===== config.mk =====
export PLATFORM = sky130hd
export DESIGN_NAME = insertion_sorter_top
export DESIGN_NICKNAME = d
export VERILOG_FILES = /design/src/sv/isort_pkg.sv /design/src/sv/isort_cell.sv /design/src/sv/insertion_sorter_top.sv
export SDC_FILE = /design/constraint.sdc
export NUM_CORES = 2
export LEC_CHECK = 0
export BUFFER_PORTS_ARGS = -buffer_cell sky130_fd_sc_hd__buf_2
export CORE_ASPECT_RATIO = 0.75
export CORE_UTILIZATION = 55
export CTS_CLUSTER_SIZE = 16
export DETAILED_ROUTE_END_ITERATION = 10
export GPL_TIMING_DRIVEN = 0
export PLACE_DENSITY = 0.8
export SLEW_MARGIN = 40
export SYNTH_ARGS = -nofsm -noshare
export SYNTH_HDL_FRONTEND = slang
export SYNTH_SLANG_ARGS = --single-unit

===== constraint.sdc =====
create_clock -name clk -period 11.4 [get_ports clk]
set_input_delay 2.28 -clock clk [delete_from_list [all_inputs] [get_ports clk]]
set_output_delay 2.28 -clock clk [all_outputs]
set_load 0.02 [all_outputs]

===== src/sv/isort_pkg.sv =====
// Shared types and constants for the insertion sorter.
package isort_pkg;

  localparam int DATA_W        = 32;
  localparam int MAX_ELEMS_DEF = 16;

  typedef enum logic {
    ST_IDLE,
    ST_DRAIN
  } state_t;

  // Control broadcast to every cell.
  typedef struct packed {
    logic insert;
    logic drain;
  } cell_ctrl_t;

  // What a cell shows its neighbors.
  typedef struct packed {
    logic                     valid;
    logic                     gt;
    logic signed [DATA_W-1:0] data;
  } cell_out_t;

endpackage


===== src/sv/isort_cell.sv =====
// One slot of the sorted chain: holds an entry, inserts or shifts down.
module isort_cell (
  input  logic                              clk,
  input  logic                              rst,
  input  isort_pkg::cell_ctrl_t             ctrl,
  input  logic signed [isort_pkg::DATA_W-1:0] ins_value,
  input  isort_pkg::cell_out_t              left,
  input  isort_pkg::cell_out_t              right,
  output isort_pkg::cell_out_t              cell_q
);
  import isort_pkg::*;

  logic                     valid;
  logic signed [DATA_W-1:0] data;
  logic                     gt;
  logic                     take;

  // Greater entries move up; the first empty slot takes part in the insert too.
  always_comb begin
    gt   = valid && (data > ins_value);
    take = gt || (!valid && left.valid);
  end

  always_ff @(posedge clk) begin
    if (rst) begin
      valid <= 1'b0;
    end else if (ctrl.drain) begin
      valid <= right.valid;
    end else if (ctrl.insert && take) begin
      valid <= 1'b1;
    end
  end

  always_ff @(posedge clk) begin
    if (ctrl.drain) begin
      data <= right.data;
    end else if (ctrl.insert && take) begin
      data <= left.gt ? left.data : ins_value;
    end
  end

  assign cell_q.valid = valid;
  assign cell_q.gt    = gt;
  assign cell_q.data  = data;

endmodule


===== src/sv/insertion_sorter_top.sv =====
// Top level of the insertion sorter: cell chain and drain control.
//
//   channel | handshake                 | payload
//   --------+---------------------------+----------------------------------
//   input   | start & !busy             | value, last_in
//   result  | result_strobe (no stall)  | sorted_value, last_out, overflowed
//
// An item that is not last is inserted as it is accepted; all cells compare against
// it in parallel, so a new item can be taken every cycle while busy is low.
// An item marked last is inserted, then the chain shifts down one entry per
// cycle, giving n results, with busy high while they go out.
// Items arriving with the chain full are dropped and the list is flagged.
// Reset empties the chain; results cannot be stalled.
module insertion_sorter_top #(
  parameter int MAX_ELEMS = isort_pkg::MAX_ELEMS_DEF
) (
  input  logic                                clk,
  input  logic                                rst,
  input  logic                                start,
  output logic                                busy,
  input  logic signed [isort_pkg::DATA_W-1:0] value,
  input  logic                                last_in,
  output logic                                result_strobe,
  output logic signed [isort_pkg::DATA_W-1:0] sorted_value,
  output logic                                last_out,
  output logic                                overflowed
);
  import isort_pkg::*;

  state_t     state;
  state_t     state_next;
  cell_ctrl_t ctrl;
  cell_out_t  cells [MAX_ELEMS];
  logic       accept;
  logic       full;
  logic       final_out;
  logic       overflow_flag;

  assign accept    = start && !busy;
  assign full      = cells[MAX_ELEMS-1].valid;
  assign final_out = !cells[1].valid;

  always_comb begin
    state_next = state;
    unique case (state)
      ST_IDLE: begin
        if (accept && last_in) state_next = ST_DRAIN;
      end
      ST_DRAIN: begin
        if (final_out) state_next = ST_IDLE;
      end
      default: state_next = ST_IDLE;
    endcase
  end

  always_comb begin
    busy          = 1'b0;
    result_strobe = 1'b0;
    ctrl.insert   = 1'b0;
    ctrl.drain    = 1'b0;
    unique case (state)
      ST_IDLE: begin
        ctrl.insert = accept && !full;
      end
      ST_DRAIN: begin
        busy          = 1'b1;
        result_strobe = 1'b1;
        ctrl.drain    = 1'b1;
      end
      default: ;
    endcase
  end

  always_ff @(posedge clk) begin
    if (rst) begin
      state <= ST_IDLE;
    end else begin
      state <= state_next;
    end
  end

  // Set on a dropped item, clear once the list has gone out.
  always_ff @(posedge clk) begin
    if (rst) begin
      overflow_flag <= 1'b0;
    end else if (accept && full) begin
      overflow_flag <= 1'b1;
    end else if (ctrl.drain && final_out) begin
      overflow_flag <= 1'b0;
    end
  end

  for (genvar i = 0; i < MAX_ELEMS; i++) begin : g_cell
    cell_out_t left;
    cell_out_t right;

    if (i == 0) begin : g_head
      assign left = '{valid: 1'b1, gt: 1'b0, data: '0};
    end else begin : g_body
      assign left = cells[i-1];
    end

    if (i == MAX_ELEMS - 1) begin : g_tail
      assign right = '{valid: 1'b0, gt: 1'b0, data: '0};
    end else begin : g_next
      assign right = cells[i+1];
    end

    isort_cell u_cell (
      .clk       (clk),
      .rst       (rst),
      .ctrl      (ctrl),
      .ins_value (value),
      .left      (left),
      .right     (right),
      .cell_q    (cells[i])
    );
  end

  assign sorted_value = cells[0].data;
  assign last_out     = final_out;
  assign overflowed   = overflow_flag;

endmodule

==> results.txt <==
Antenna viol nets, final - 0
Post-route clock period utilization - 65.9%
Hold Buf Count CTS - 0
Remaining global-route overflow - 0
Skew final - 0.0296 ns
Worst vdd rail ir drop - 93.6 uV
Top cells by count, synth - 480 x edfxtp_1, 480 x ha_1, 368 x a21oi_1
Synthesized area per cell - 11.0 sq um
Yosys top cell by area - edfxtp_1
Yosys top cell area share - 39.0%
Worst skew pair latency - 0.65 ns
Setup TNS - 0 ns
First-pass DRT Iterations - 9
Initial Util - 56.2%
Fin area - 40,900 sq um
Routed len/inst - 29.5 um
Fin. Hold Viols - 0
Setup Crit Path Kind - input port to flip-flop
Slew at the pin closest to its max-slew limit - 1.01 ns
Synth area leaders - edfxtp_1 39%, ha_1 16%, a221o_1 8.4%
Yosys warnings - 0
Final #Nets - 4,045
Die extent in y - 227 um
Initial antenna violation count - 3
Clock sink count - 530
Total power - 0.00569 W
IO buf count - 70
DRT iter0 DRCs - 5,030
GPL Wtd Cong - 1.00
Post-synth EDFFs - 480
Slew HR - 32.1%
Outcome - complete, but fails checks
CP Max Fanout - 17
PostCTS Resize Cnt - 0
Fill count - 5,323
Fmax - 0.133 GHz
Worst Setup End Kind - flip-flop
Die ar. - 68,300 sq um
Ys async rst share - 0%
First-pass GRT wire length - 193,000 um
Power Dens Cells - 139 nW/um^2
Failing checks - design-rule violations
Post-synth net total - 3,892
CTS Buf Count - 55
Critical Path Source Type - input port
Unique masters post-synth - 58
Crit path DAT - 7.92 ns
Final WL - 131,000 um
Min-delay worst type - flip-flop to flip-flop
Layout cells sized above 1 - 8.77%
Unrepaired setup endpoints after global routing - no
IO Pins - 72
Post-Syn Instances - 3,376
PnR worst setup slack - 3.89 ns
DRC viols - 8
Final Util - 62.1%
Routed vias - 32,300
Row cnt - 81
DP Area - 39,100 sq um
Die X - 301 um
Sequential area share after synthesis - 41.7%
Vias per cell - 7.27
Clock tree buffer depth - 3
CTS tree - done
Root buf cell - clkbuf_16
Setup Buffers After CTS - 0
Pin count of the biggest net entering global routing - 33
Area grow syn2layout - 10.5%
Vias in the first global route - 30,400
Leak - 15.4 nW
Minimum clock period - 7.51 ns
Synthesis-stage register bit count - 530
Placement Setup Slack - 3.22 ns
Mapped Area - 37,000 sq um
Synth Flop Type - edfxtp_1
Global-route usage over all layers - 37.7%
Final setup vio count - 0
WP data required - 11.80 ns
Post-DP HPWL - 103,000 um
Pins Over Slew Limit - 0
Core area - 65,900 sq um
CTS clk-pin slew, worst paths - 0.07 ns
Max Cap Viol - 0
H-tree depth - 2
-- registers in the layout, summed over array words and instances (netlist names) --
name,flops
g_cell.u_cell.data,512
g_cell.u_cell.valid,16
overflowed,1
state,1
-- logic make-up after synthesis --
| family | share of synthesized area [%] |
|---|---|
| adder cells (fa/ha/maj) | 16.2 |
| flip-flops | 41.7 |
| AND/OR/NAND/NOR | 14.7 |
| multiplexers | 1.33 |
| AO/OA/AOI/OAI | 22.4 |
| buffers and inverters | 3.72 |
-- metrics by stage --
| step | hold WS, ns | cells |
|---|---|---|
| floorplan | 0.450 | 3376 |
| global placement | 0.471 | 4317 |
| detailed placement | 0.469 | 4340 |
| CTS | 0.480 | 4436 |
| global route | 0.510 | 4439 |
| finish | 0.492 | 4441 |
-- cell type report --
type	count	area [sq um]	share of cell area, %
plain buffers	252	1130	2.76
diodes	2	5.00	0.0122
inverters	73	274	0.670
clock inverters	22	194	0.474
flip-flops and latches	530	15400	37.7
well taps	871	1090	2.67
clock buffers	74	1490	3.64
repair buffers	96	847	2.07
multi-input cells	2521	20400	50.0
-- layout by cell type, fill, tap and decap left out, types with 50 or more instances in the layout --
master and instances:
inv_1 72, buf_2 98, nor3b_1 275, a21oi_1 368
nor2_1 75, a221o_1 309, nand2b_1 130, edfxtp_1 480
nand3_1 52, o21ai_0 66, clkbuf_16 55, nand4_1 94
clkbuf_1 175, ha_1 480, a2bb2oi_1 130, a21o_1 72
dfxtp_1 50, nand2_1 141
-- path summary, 6_finish.rpt --
path	startpoint	endpoint	slack [ns]	depth (start not counted)
hold reg to reg	g_cell[15].u_cell.valid$_SDFFE_PP0P_	overflowed$_SDFFE_PP0P_	0.49	2
setup reg to reg	g_cell[9].u_cell.data[15]$_DFFE_PP_	g_cell[9].u_cell.data[7]$_DFFE_PP_	6.27	12
setup / recovery	value[31]	g_cell[6].u_cell.data[25]$_DFFE_PP_	3.89	13
hold / removal	g_cell[15].u_cell.valid$_SDFFE_PP0P_	overflowed$_SDFFE_PP0P_	0.49	2
-- report_power, final --
| group | leakage, nW | total [W] | switching (W) | internal [W] |
|---|---|---|---|---|
| sequential | 4.89 | 0.00253 | 0.000153 | 0.00237 |
| clock | 0.832 | 0.00183 | 0.000848 | 0.000979 |
| combinational | 9.67 | 0.00134 | 0.000818 | 0.000524 |
| total | 15.4 | 0.00569 | 0.00182 | 0.00388 |
-- worst max-delay path, stage by stage --
cell and delay, ns:
buf_2 0.19, clkbuf_1 0.56, inv_1 0.54, ha_1 0.63
nand4_1 0.35, nor4_2 0.74, o41ai_2 0.31, o311ai_1 0.25
mux2i_2 0.69, buf_2 0.42, a21boi_0 0.38, o21ai_4 0.26
buf_16 0.26
-- metal layers --
layer | vias up | share of wire [%] | track usage [%]
met5 | - | 0.021 | 0
met4 | 4 | 3.3 | 12.2
met3 | 274 | 16 | 12.7
met2 | 2492 | 39 | 51.1
met1 | 15600 | 42 | 55.4
li1 | 13900 | - | -
Power figures use the tool's default switching activity.
